===== src/hdl/ihd_pkg.sv =====
// Package for the integer to ASCII hex/decimal converter.
// Holds the request and response payload types, kind codes, ASCII constants
// and the digit helpers. Depends on nothing.
`timescale 1ns / 1ps
`default_nettype none

package ihd_pkg;

    localparam int VALUE_W        = 64;
    localparam int VALUE_BITS_DEF = 64;
    localparam int DEC_BITS_DEF   = 32;
    localparam int NDIG_DEF       = 16;

    localparam logic [1:0] KIND_HEX_LO = 2'd0;
    localparam logic [1:0] KIND_HEX_UP = 2'd1;
    localparam logic [1:0] KIND_DEC    = 2'd2;

    localparam logic [6:0] ASCII_ZERO   = 7'd48;
    localparam logic [6:0] ALPHA_LO_OFF = 7'd87;
    localparam logic [6:0] ALPHA_UP_OFF = 7'd55;
    localparam logic [3:0] DIGIT_MAX    = 4'd9;

    typedef struct packed {
        logic [1:0]         req_type;
        logic [VALUE_W-1:0] value;
    } t_in_req;

    typedef struct packed {
        logic [6:0] ascii_char;
        logic       last_char;
    } t_out_rsp;

    typedef enum logic [1:0] {
        OP_HOLD,
        OP_DABBLE,
        OP_NIBBLE
    } t_step_op;

    typedef struct packed {
        t_step_op op;
        logic     bit_in;
    } t_step_ctl;

    // Number of decimal digits of the largest value that fits in bits.
    function automatic int dec_digits(input int bits);
        return ((bits * 1233) >> 12) + 1;
    endfunction

    function automatic int hex_digits(input int bits);
        return (bits + 3) / 4;
    endfunction

    function automatic logic [6:0] digit_to_ascii(input logic [3:0] d, input logic upper);
        logic [6:0] d7;
        d7 = {3'b000, d};
        if (d <= DIGIT_MAX) begin
            return ASCII_ZERO + d7;
        end else if (upper) begin
            return ALPHA_UP_OFF + d7;
        end else begin
            return ALPHA_LO_OFF + d7;
        end
    endfunction

endpackage

`default_nettype wire


===== src/hdl/ihd_step.sv =====
// Shared shift unit of the converter: one double-dabble step, one digit shift, or a hold.
// Depends on ihd_pkg for the step control type.
`timescale 1ns / 1ps
`default_nettype none

module ihd_step #(
    parameter int NDIG = ihd_pkg::NDIG_DEF
) (
    input  wire ihd_pkg::t_step_ctl i_ctl,
    input  wire logic [NDIG*4-1:0]  i_dig,
    output logic [NDIG*4-1:0]       o_dig
);
    import ihd_pkg::*;

    localparam int W = NDIG * 4;

    logic [W-1:0] adj;

    always_comb begin
        for (int i = 0; i < NDIG; i++) begin
            if (i_dig[4*i +: 4] >= 4'd5) begin
                adj[4*i +: 4] = i_dig[4*i +: 4] + 4'd3;
            end else begin
                adj[4*i +: 4] = i_dig[4*i +: 4];
            end
        end
    end

    always_comb begin
        case (i_ctl.op)
            OP_DABBLE: begin
                o_dig = {adj[W-2:0], i_ctl.bit_in};
            end
            OP_NIBBLE: begin
                o_dig = {i_dig[W-5:0], 4'b0000};
            end
            default: begin
                o_dig = i_dig;
            end
        endcase
    end

endmodule

`default_nettype wire


===== src/hdl/integer_to_ascii_hex_decimal_core.sv =====
// Top level of the integer to ASCII hex/decimal converter: sequencer,
// digit register and output register. Depends on ihd_pkg and ihd_step.
//
// A request carries a kind and a 64-bit value. Kind 0 gives lowercase hex and
// kind 1 uppercase hex of the low VALUE_BITS bits; kind 2 gives unsigned
// decimal of the low DEC_BITS bits; kind 3 is dropped without any response.
// Each response is one ASCII digit, most significant first, with no leading
// zeros; the final digit of a run has last_char set, and zero gives one '0'.
// The input is ready only while the sequencer is idle, so no new request is
// taken while a conversion runs. A hex request goes to the skip state, which
// drops leading zero digits one at a time, and then to the emit state, which
// gives one digit per cycle while the receiver does not stall. A decimal
// request first runs one double-dabble step per value bit through the shared
// shift unit and then takes the same skip and emit path. A dropped kind 3
// request leaves the sequencer idle. The first digit passes from the skip
// state through the emit state into the output register once that register
// is free. An output register holds each digit; while the receiver stalls the
// sequencer waits, and a new request is taken while the final digit of the
// previous one still waits. Reset empties the output register and returns the
// sequencer to idle.
`timescale 1ns / 1ps
`default_nettype none

module integer_to_ascii_hex_decimal_core #(
    parameter int VALUE_BITS = ihd_pkg::VALUE_BITS_DEF,
    parameter int DEC_BITS   = ihd_pkg::DEC_BITS_DEF
) (
    input  wire logic              i_clk,
    input  wire logic              i_rst_n,
    input  wire logic              i_in_valid,
    output logic                   o_in_ready,
    input  wire ihd_pkg::t_in_req  i_in_req,
    output logic                   o_out_valid,
    input  wire logic              i_out_ready,
    output ihd_pkg::t_out_rsp      o_out_rsp
);
    import ihd_pkg::*;

    localparam int HEX_DIG = hex_digits(VALUE_BITS);
    localparam int DEC_DIG = dec_digits(DEC_BITS);
    localparam int NDIG    = (HEX_DIG > DEC_DIG) ? HEX_DIG : DEC_DIG;
    localparam int W       = NDIG * 4;
    localparam int MAXC    = (DEC_BITS > NDIG) ? DEC_BITS : NDIG;
    localparam int CW      = $clog2(MAXC + 1);

    typedef enum logic [1:0] {
        S_IDLE,
        S_DABBLE,
        S_SKIP,
        S_EMIT
    } t_state;

    t_state                r_state, n_state;
    logic [W-1:0]          r_dig, n_dig;
    logic [DEC_BITS-1:0]   r_bin, n_bin;
    logic [CW-1:0]         r_cnt, n_cnt;
    logic                  r_upper, n_upper;
    logic                  r_dec, n_dec;
    t_out_rsp              r_out, n_out;
    logic                  r_out_valid, n_out_valid;

    t_step_ctl             step_ctl;
    logic [W-1:0]          step_dig;
    logic [3:0]            top_dig;
    logic                  out_free;
    logic                  in_acc;

    ihd_step #(
        .NDIG (NDIG)
    ) u_step (
        .i_ctl (step_ctl),
        .i_dig (r_dig),
        .o_dig (step_dig)
    );

    assign top_dig     = r_dig[W-1 -: 4];
    assign out_free    = !r_out_valid || i_out_ready;
    assign o_in_ready  = (r_state == S_IDLE);
    assign in_acc      = i_in_valid && o_in_ready;
    assign o_out_valid = r_out_valid;
    assign o_out_rsp   = r_out;

    always_comb begin
        n_state         = r_state;
        n_dig           = r_dig;
        n_bin           = r_bin;
        n_cnt           = r_cnt;
        n_upper         = r_upper;
        n_dec           = r_dec;
        n_out           = r_out;
        n_out_valid     = r_out_valid;
        step_ctl.op     = OP_HOLD;
        step_ctl.bit_in = r_bin[DEC_BITS-1];

        if (r_out_valid && i_out_ready) begin
            n_out_valid = 1'b0;
        end

        case (r_state)
            S_IDLE: begin
                if (i_in_valid) begin
                    n_upper = (i_in_req.req_type == KIND_HEX_UP);
                    n_dec   = (i_in_req.req_type == KIND_DEC);
                    n_bin   = i_in_req.value[DEC_BITS-1:0];
                    case (i_in_req.req_type) inside
                        KIND_HEX_LO, KIND_HEX_UP: begin
                            n_dig                   = '0;
                            n_dig[VALUE_BITS-1:0]   = i_in_req.value[VALUE_BITS-1:0];
                            n_cnt                   = CW'(NDIG);
                            n_state                 = S_SKIP;
                        end
                        KIND_DEC: begin
                            n_dig   = '0;
                            n_cnt   = CW'(DEC_BITS);
                            n_state = S_DABBLE;
                        end
                        default: begin
                        end
                    endcase
                end
            end
            S_DABBLE: begin
                step_ctl.op = OP_DABBLE;
                n_dig       = step_dig;
                n_bin       = {r_bin[DEC_BITS-2:0], 1'b0};
                n_cnt       = r_cnt - 1'b1;
                if (r_cnt == CW'(1)) begin
                    n_cnt   = CW'(NDIG);
                    n_state = S_SKIP;
                end
            end
            S_SKIP: begin
                if (top_dig == 4'd0 && r_cnt != CW'(1)) begin
                    step_ctl.op = OP_NIBBLE;
                    n_dig       = step_dig;
                    n_cnt       = r_cnt - 1'b1;
                end else begin
                    n_state = S_EMIT;
                end
            end
            S_EMIT: begin
                if (out_free) begin
                    n_out_valid      = 1'b1;
                    n_out.ascii_char = digit_to_ascii(top_dig, r_upper);
                    n_out.last_char  = (r_cnt == CW'(1));
                    step_ctl.op      = OP_NIBBLE;
                    n_dig            = step_dig;
                    n_cnt            = r_cnt - 1'b1;
                    if (r_cnt == CW'(1)) begin
                        n_state = S_IDLE;
                    end
                end
            end
            default: begin
                n_state = S_IDLE;
            end
        endcase
    end

    always_ff @(posedge i_clk) begin
        if (!i_rst_n) begin
            r_state     <= S_IDLE;
            r_out_valid <= 1'b0;
        end else begin
            r_state     <= n_state;
            r_out_valid <= n_out_valid;
        end
        r_dig   <= n_dig;
        r_bin   <= n_bin;
        r_cnt   <= n_cnt;
        r_upper <= n_upper;
        r_dec   <= n_dec;
        r_out   <= n_out;
    end

    a_drop_kind: assert property (@(posedge i_clk) disable iff (!i_rst_n)
        (in_acc && !(i_in_req.req_type == KIND_HEX_LO || i_in_req.req_type == KIND_HEX_UP
                     || i_in_req.req_type == KIND_DEC)) |=> o_in_ready)
        else $error("Dropped kind left the sequencer busy.");

    a_busy_after_req: assert property (@(posedge i_clk) disable iff (!i_rst_n)
        (in_acc && (i_in_req.req_type == KIND_HEX_LO || i_in_req.req_type == KIND_HEX_UP
                    || i_in_req.req_type == KIND_DEC)) |=> !o_in_ready)
        else $error("Accepted request did not start a conversion.");

    a_cnt_range: assert property (@(posedge i_clk) disable iff (!i_rst_n)
        (r_state == S_SKIP || r_state == S_EMIT) |->
            (r_cnt != '0 && r_cnt <= CW'(NDIG)))
        else $error("Digit count out of range.");

    a_dec_digit: assert property (@(posedge i_clk) disable iff (!i_rst_n)
        (r_state == S_EMIT && r_dec) |-> (top_dig <= DIGIT_MAX))
        else $error("Decimal digit above nine.");

    a_last_idle: assert property (@(posedge i_clk) disable iff (!i_rst_n)
        (r_state == S_EMIT && out_free && r_cnt == CW'(1)) |=>
            (o_in_ready && o_out_valid && o_out_rsp.last_char))
        else $error("Final digit not flagged or sequencer not idle.");

endmodule

`default_nettype wire


===== config.mk =====
export PLATFORM = sky130hd
export DESIGN_NAME = integer_to_ascii_hex_decimal_core
export DESIGN_NICKNAME = d
export VERILOG_FILES = /design/src/hdl/ihd_pkg.sv /design/src/hdl/ihd_step.sv /design/src/hdl/integer_to_ascii_hex_decimal_core.sv
export SDC_FILE = /design/constraint.sdc
export NUM_CORES = 1
export LEC_CHECK = 0
export BUFFER_PORTS_ARGS = -buffer_cell sky130_fd_sc_hd__buf_4
export CAP_MARGIN = 15
export CORE_MARGIN = 5
export CORE_UTILIZATION = 54
export DETAILED_ROUTE_END_ITERATION = 10
export GPL_ROUTABILITY_DRIVEN = 0
export PLACE_DENSITY_LB_ADDON = 0.2
export SYNTH_ARGS = -nofsm -noshare
export SYNTH_HDL_FRONTEND = slang
export SYNTH_SLANG_ARGS = --single-unit

===== constraint.sdc =====
create_clock -name i_clk -period 5.2 [get_ports i_clk]
set_input_delay 0.52 -clock i_clk [delete_from_list [all_inputs] [get_ports i_clk]]
set_output_delay 0.52 -clock i_clk [all_outputs]
set_load 0.05 [all_outputs]

==> results.md, run 1 <==
* Status: complete, no violations
* Yosys top cell by area: edfxtp_1
* Cell count after synthesis at 627
* Final min period at 3390 ps
* Critical path peak fanout at 64
* Pin count of the biggest net entering global routing at 66
* CP startpoint: r_state[1]
* Critical path type: reg -> reg
* Clk buf depth at 2
* GRT Resource Usage Total at 19.8%
* Tot Pwr at 5.83 mW
* Top-level I/O count at 80
* Final Core Density at 64.2%
* Sw frac at 39.8%
* Drt total wl at 15200 um
* DP Wirelength at 10400 um
* Worst-path clk slew at 50 ps
* Resize count post-CTS at 0
* GRT met3 Usage at 5.33%
* Slew HR at 23.4%
* Final net count at 813
* Most Crowded Layer GR: met2
* Combinational fraction of design power at 48.1%
* Maxcap violations at 0
* Syn-to-layout area delta at 17.1%
* Final TNS setup at 0 ps
* Seq/Total Area, Yosys at 46.9%
* Synth Cell Area at 0.00723 mm^2
* Vias in the first global route at 5211
* Top-count cell post-synth: edfxtp_1
* Mapped Nets at 736
* Initial antenna violation count at 0
* R2R Setup Slk at 1810 ps
* Initial Util at 54.8%
* Int Power at 3.51 mW
* Grt ovf at 0
* Synth top cells by count: edfxtp_1, nand2_1, inv_1
* Max VDD drop at 0.387 mV
* Setup violations, final at 0
* Clock buffers created by TritonCTS at 17
* TritonCTS clock tree: built
* R2r startpoint: r_state[1]
* Arrival time worst endpoint at 3430 ps
* Final slew viol count at 0
* Met2 Use GR at 32.5%
* Cell variety after synth at 48
* Via/cell ratio at 5.67
* Reg2reg end: r_dig[39]
* EDFF count, synth at 111
* Clock Power Share at 17.5%
* Final hold violations at 0
* Mean post-synth cell area at 11.5 um^2
* Area contributors post-synth: edfxtp_1, o221ai_2, mux2_2, ha_1, nand2_1
* H-Tree Depth at 4
* DRT iter0 DRCs at 413
* Critical Path End: r_dig[39]
* Worst Hold Class: in -> reg
* WP data required at 5240 ps
* Final Cycle Share at 65.2%
* Cell area power density at 688 mW/mm^2
* Overall die width at 126 um
* Max frequency at 0.295 GHz
* # hold bufs at CTS at 0
* CP Capture Type: flop
* Die H at 126 um
* Fill cells at 1017
* Unrepaired setup endpoints after global routing: false
* NetSw at 2.32 mW
* M1 GR Usage at 24.9%
* Wire length per cell at 17.0 um
* Post-CTS Setup Inserts at 0
* FF-to-FF path depth at 6
* Via count at 5055
* Core area at 0.0132 mm^2
* Share of layout cells above drive strength 1 at 32.0%
* Fraction of registers with async set/reset at 0%
* Top_reg_cell synth: edfxtp_1
* Die ar. at 0.0158 mm^2
* Critical Path Source Type: flop
* YS warnings at 0
* First-pass GRT wire length at 25100 um
* Root buffer cell: clkbuf_16
* Sequential power share at 34.4%
* Worst Tran Pin Value at 1150 ps
* Remaining antenna violation count at 0
* # diodes at 0
* Pleak at 3.24 nW
* Cell Rows at 42
* Synth Register Bits at 114
* Drt pass-1 iters at 7
* Worst Skew at 6.12 ps
* Post-synth top area share at 46.1%
* Worst-skew pair later-pin latency at 410 ps
* DRC viols at 0
* Clk sinks at 114
* Buffers on Ports at 79
power by group through the flow:
stage	combinational, mW	clock [mW]	sequential, mW
detailed placement	2.81	0	2.01
global placement	2.70	0	1.99
finish	2.80	1.02	2.01
global route	3.12	1.09	2.06
floorplan	2.30	0	1.97
CTS	2.83	1.04	2.00
worst max-delay path, stage by stage (launching register included):
cell,delay [ps]
dfxtp_1,400
inv_1,90
ha_1,350
a21boi_0,240
a221oi_1,930
a21boi_4,300
buf_4,680
area by class of cell:
type | instances | area, um^2 | share of cell area (%)
Clock inverter | 9 | 66.3 | 0.783
Inverter | 62 | 233 | 2.75
Multi-Input combinational cell | 424 | 3480 | 41.1
Clock buffer | 22 | 444 | 5.24
Timing Repair Buffer | 85 | 638 | 7.53
Sequential cell | 114 | 3390 | 40.0
Tap cell | 176 | 220 | 2.60
worst min-delay path by stage:
stage | slack, ps | depth (start not counted) | endpoint | start
2_1_floorplan | 510 | 2 | r_state[0] | r_state[0]
3_3_place_gp | 530 | 1 | r_bin[24] | r_bin[23]
3_5_place_dp | 530 | 1 | r_bin[1] | r_bin[0]
4_1_cts | 360 | 2 | o_out_valid | i_rst_n
5_1_grt | 380 | 2 | o_out_valid | i_rst_n
6_report | 380 | 2 | o_out_valid | i_rst_n
registers in the layout, indices dropped and copies added, names as in the netlist:
name         cells
r_state          2
r_bin           32
o_out_valid      1
r_upper          1
r_dig           64
o_out_rsp        8
r_cnt            6
cell families (layout without fill, tap and decap cells):
| family | after synthesis | in the layout | share of synthesized area (%) |
|---|---|---|---|
| xor+xnor | 23 | 23 | 2.78 |
| simple gates | 150 | 150 | 10.0 |
| buf+inv | 89 | 178 | 5.53 |
| mux | 55 | 55 | 8.56 |
| flops | 114 | 114 | 46.9 |
| fa+ha+maj | 39 | 39 | 6.75 |
| compound gates | 157 | 157 | 19.5 |
routing by layer:
metal,up-vias,wire length (um)
met4,0,318
met2,133,7440
met1,2406,6640
li1,2488,-
met5,-,0
met3,28,766
layout by cell type, fill, tap and decap left out, types with 2 or more instances in the layout:
cell / synthesis / routed
o221ai_1: 5 / 5
o221ai_2: 45 / 45
nor3_1: 23 / 23
clkbuf_1: 13 / 5
a21boi_0: 2 / 2
clkbuf_16: 0 / 17
nor2_1: 13 / 12
nor3b_1: 4 / 4
nand2b_1: 13 / 13
o21a_1: 6 / 6
xnor2_1: 22 / 22
dfxtp_1: 3 / 3
ha_1: 39 / 39
buf_4: 2 / 85
o21ai_1: 5 / 5
inv_1: 62 / 62
nand2_1: 79 / 79
mux2_2: 55 / 55
clkinv_1: 0 / 3
clkinv_2: 0 / 5
nor2b_1: 9 / 8
o21ai_0: 34 / 33
o211ai_2: 11 / 11
a21oi_1: 35 / 35
edfxtp_1: 111 / 111
per-stage QoR:
step	cells	setup slack (ps)	hold WS, ps	instance area, um^2
floorplan	627	1050	507	7240
global placement	861	1930	527	7960
detailed placement	861	1780	534	7960
CTS	892	1750	360	8470
global route	892	1510	375	8470
finish	892	1810	381	8470
(Power assumes the default switching activity.)
==> inputs of run 2 (changes only) <==
Clock period 5.2 ns to 2.92 ns, I/O delays scaled along.
==> run 2 against run 1 <==
Clock skew rose by 1.5 ps. Die area did not move. Sequential cell count did not move.
==> results.md, run 2 (synthesis gave the netlist of run 1 again) <==
* Status: complete, no violations
* Reg2reg end: r_dig[7]
* DRT iter0 DRCs at 424
* Worst hold start: i_rst_n
* H-Tree Depth at 4
* Commonest non-fill, non-tap cell in the layout: edfxtp_1
* Arrival time worst endpoint at 2640 ps
* First-pass GRT wire length at 26800 um
* Final slew viol count at 0
* Setup violations, final at 0
* Critical-path cell list: inv_1, ha_1, nor2b_1, a211oi_2, nor2_4, buf_4, o221ai_1
* Final net count at 819
* Clk sinks at 114
* TritonCTS clock tree: built
* Unrepaired setup endpoints after global routing: false
* R2r startpoint: r_cnt[1]
* Fill cells at 1002
* Largest Register: r_dig
* FF/Latch Area at 0.00340 mm^2
* WHS at 126 ps
* Critical path peak fanout at 48
* Final Cycle Share at 85.8%
* Vias in the first global route at 5489
* Post-CTS Setup Inserts at 0
* GRT Resource Usage Total at 21.0%
* # diodes at 0
* DP Wirelength at 11100 um
* Critical path type: reg -> reg
* Pleak at 3.32 nW
* Worst Hold Class: in -> reg
* Maxcap violations at 0
* Cell area power density at 1260 mW/mm^2
* Syn-to-layout area delta at 20.2%
* DRC viols at 0
* Initial antenna violation count at 0
* Most frequent cells in the layout: edfxtp_1, buf_4, nand2_1
* Clock buffers created by TritonCTS at 17
* # hold bufs at CTS at 0
* Final min period at 2510 ps
* Buffers on Ports at 79
* Combinational fraction of design power at 47.6%
* Worst Hold End: o_out_valid
* Max reg flops at 64
* Via/cell ratio at 5.76
* R2R Setup Slk at 410 ps
* Sequential power share at 32.6%
* Die H at 126 um
* Int Power at 6.67 mW
* Worst Tran Pin Value at 834 ps
* Hold depth at 2
* Core area at 0.0132 mm^2
* Worst Skew at 7.62 ps
* Grt ovf at 0
* Slew HR at 44.4%
* Via count at 5177
* WP data required at 3050 ps
* Remaining antenna violation count at 0
* Share of layout cells above drive strength 1 at 35.1%
* Wire length per cell at 17.7 um
* Max frequency at 0.399 GHz
* Placed inst area at 0.00808 mm^2
* Max VDD drop at 0.698 mV
* CP Capture Type: flop
* Sw frac at 39.3%
* Design area at 0.00869 mm^2
* Tot Pwr at 11.0 mW
* Pin count of the biggest net entering global routing at 49
* Cell Rows at 42
* Overall die width at 126 um
* Top-level I/O count at 80
* Root buffer cell: clkbuf_16
* Clock Power Share at 19.8%
* Initial Util at 54.8%
* Clk buf depth at 2
* Drt pass-1 iters at 5
* Final hold violations at 0
* CP max stage delay at 670 ps
* Final TNS setup at 0 ps
* Die ar. at 0.0158 mm^2
* Worst-skew pair later-pin latency at 420 ps
* FF-to-FF path depth at 7
* Slowest cell on crit path: buf_4
* Worst-path clk slew at 60 ps
* Resize count post-CTS at 0
* Critical Path Source Type: flop
* Drt total wl at 15900 um
* NetSw at 4.32 mW
* Area of the multi-input gates at 0.00352 mm^2
run 2: changes by cell type in the layout (fill, tap and decap cells not counted), moves of 4 or more:
cell / delta
buf_4: +4
inv_1: -4
inv_2: +4
clkbuf_1: -4
run 2: metal layers:
layer	vias up	global-route usage, %	part of all wire [%]
li1	2496	-	-
met1	2538	25.8	42
met2	122	35.9	51
met3	21	5.72	4.6
met4	0	7.38	1.7
met5	-	0	0
run 2: per-stage QoR:
stage	cells	worst slack, ps	utilization [%]
after global routing	899	285	65.9
after detailed placement	867	440	61.2
after global placement	867	498	61.2
after CTS	899	440	65.9
final	899	414	65.9
after floorplan	627	-103	-
run 2: layout make-up:
type,instances,area share (%)
inverter,62,2.68
multi-input combinational,424,40.5
tap,176,2.53
clock inverter,14,2.16
clock buffer,18,4.94
sequential,114,39.1
timing repair buffer,91,8.15
run 2: worst max-delay path by stage:
| stage | slack, ps | endpoint | cells past startpoint | from |
|---|---|---|---|---|
| global route | 290 | r_dig[7] | 7 | r_cnt[1] |
| finish | 410 | r_dig[7] | 7 | r_cnt[1] |
| floorplan | -100 | r_dig[0] | 8 | r_dig[60] |
| detailed placement | 440 | r_dig[25] | 7 | r_dig[60] |
| global placement | 500 | r_dig[43] | 7 | r_cnt[0] |
| CTS | 440 | r_dig[35] | 7 | r_dig[60] |
run 2: power by group through the flow:
stage	registers, mW	clock network, mW	logic, mW
floorplan	3.48	0	4.17
global placement	3.55	0	4.99
detailed placement	3.59	0	5.23
CTS	3.57	2.21	5.28
global route	3.67	2.30	5.80
finish	3.58	2.18	5.23
run 2: critical path, delay by kind of cell (launching register included):
kind                       cells  cell delay [ps]
and+or+nand+nor                2              480
adders and majority gates      1              160
AOI/OAI and AO/OA              2              370
buffers and inverters          2              770
DFF                            1              410
==> inputs of run 3 (changes only) <==
Settings changed: CTS_CLUSTER_DIAMETER from default to 50, REMOVE_ABC_BUFFERS from default to 1.
==> run 3 against run 2 <==
Clock-buffer cell count grew 2. Clock power shrank 17%. Global-route usage shrank 1.1 points. Critical path type unchanged. Largest power group unchanged.
==> results.md, run 3 (synthesis gave the netlist of run 1 again) <==
* Status: complete, no violations
* Critical Path Source Type: flop
* Post-CTS Setup Inserts at 0
* Drt pass-1 iters at 5
* Area of the multi-input gates at 0.00348 mm^2
* Remaining antenna violation count at 0
* WP data required at 3050 ps
* CP max stage delay at 660 ps
* Cell Rows at 42
* Final slew viol count at 0
* Clock buffers created by TritonCTS at 17
* DRC viols at 0
* Root buffer cell: clkbuf_16
* Unrepaired setup endpoints after global routing: false
* Worst Hold Class: in -> reg
* H-Tree Depth at 4
* Hold depth at 2
* Setup violations, final at 0
* Final net count at 821
* Clk sinks at 114
* Core area at 0.0132 mm^2
* Syn-to-layout area delta at 18.2%
* Final min period at 2530 ps
* Most frequent cells in the layout: edfxtp_1, buf_4, nand2_1
* Slowest cell on crit path: buf_4
* Family with the most delay on the worst path: buffers and inverters
* Largest Register: r_dig
* # diodes at 0
* Die H at 126 um
* Max VDD drop at 0.746 mV
* Final hold violations at 0
* Top-level I/O count at 80
* Worst hold start: i_rst_n
* Share of layout cells above drive strength 1 at 32.8%
* GRT Resource Usage Total at 19.9%
* Overall die width at 126 um
* Die ar. at 0.0158 mm^2
* Via count at 5137
* Fill cells at 1032
* Resize count post-CTS at 0
* Pin count of the biggest net entering global routing at 65
* FF/Latch Area at 0.00339 mm^2
* Via/cell ratio at 5.72
* Critical path peak fanout at 48
* Final Cycle Share at 86.6%
* Final TNS setup at 0 ps
* Worst Tran Pin Value at 823 ps
* Worst-path clk slew at 50 ps
* CP startpoint: r_cnt[1]
* FF-to-FF path depth at 7
* Clk buf depth at 2
* Place WS at 403 ps
* DP Wirelength at 11000 um
* CP Capture Type: flop
* Max reg flops at 64
* Worst Path Buf+Inv at 2
* Crit path depth at 7
* Initial antenna violation count at 0
* Buffers on Ports at 79
* R2r startpoint: r_cnt[1]
* Maxcap violations at 0
* # hold bufs at CTS at 0
* Critical-path cell list: inv_1, ha_1, nor2b_1, a211oi_2, nor2_4, buf_4, o221ai_1
* TritonCTS clock tree: built
* Vias in the first global route at 5327
* Worst Skew at 7.15 ps
* Worst-skew pair later-pin latency at 420 ps
* Wire length per cell at 17.3 um
* DRT iter0 DRCs at 260
* Worst setup margin at 391 ps
* First-pass GRT wire length at 25500 um
* Commonest non-fill, non-tap cell in the layout: edfxtp_1
* Grt ovf at 0
* Initial Util at 54.8%
* Slew HR at 45.1%
* Arrival time worst endpoint at 2660 ps
* Max frequency at 0.395 GHz
* Cell area power density at 1230 mW/mm^2
* Critical path type: reg -> reg
* Pleak at 3.28 nW
* Drt total wl at 15500 um
-- run 3: layer usage --
metal / share of wire [%] / track usage [%] / vias up
met2: 51 / 34.4 / 141
met1: 42 / 24.4 / 2467
met5: 0 / 0 / -
met4: 1.6 / 6.37 / 0
li1: - / - / 2505
met3: 5.1 / 5.33 / 24
-- run 3: report_power, final --
group / switching [mW] / internal, mW / leakage [nW] / total [mW]
clock network: 0.677 / 1.13 / 0.248 / 1.81
registers: 0.515 / 3.06 / 1.12 / 3.57
logic: 3.00 / 2.17 / 1.92 / 5.17
-- run 3: path summary, 6_finish.rpt --
| check | slack (ps) | endpoint |
|---|---|---|
| hold reg to reg | 540 | r_bin[6] |
| setup reg to reg | 390 | r_dig[7] |
| hold / removal | 150 | o_out_valid |
| setup / recovery | 390 | r_dig[7] |
-- run 3: final cells by class --
| class | instances | share of cell area, % |
|---|---|---|
| Multi-Input combinational cell | 424 | 40.7 |
| Sequential cell | 114 | 39.7 |
| Clock inverter | 9 | 0.804 |
| Clock buffer | 20 | 5.10 |
| Inverter | 62 | 2.72 |
| Timing Repair Buffer | 93 | 8.45 |
| Tap cell | 176 | 2.57 |
-- run 3: per-stage QoR --
step | hold WS, ps | utilization, % | instances | cell area [um^2] | total power, mW
6_report | 148 | 64.9 | 898 | 8550 | 10.6
5_1_grt | 137 | 64.9 | 898 | 8550 | 11.3
2_1_floorplan | 410 | - | 600 | 7070 | 7.32
3_3_place_gp | 525 | 61.0 | 869 | 8050 | 8.49
4_1_cts | 124 | 64.9 | 898 | 8550 | 10.6
3_5_place_dp | 536 | 61.0 | 869 | 8050 | 8.75
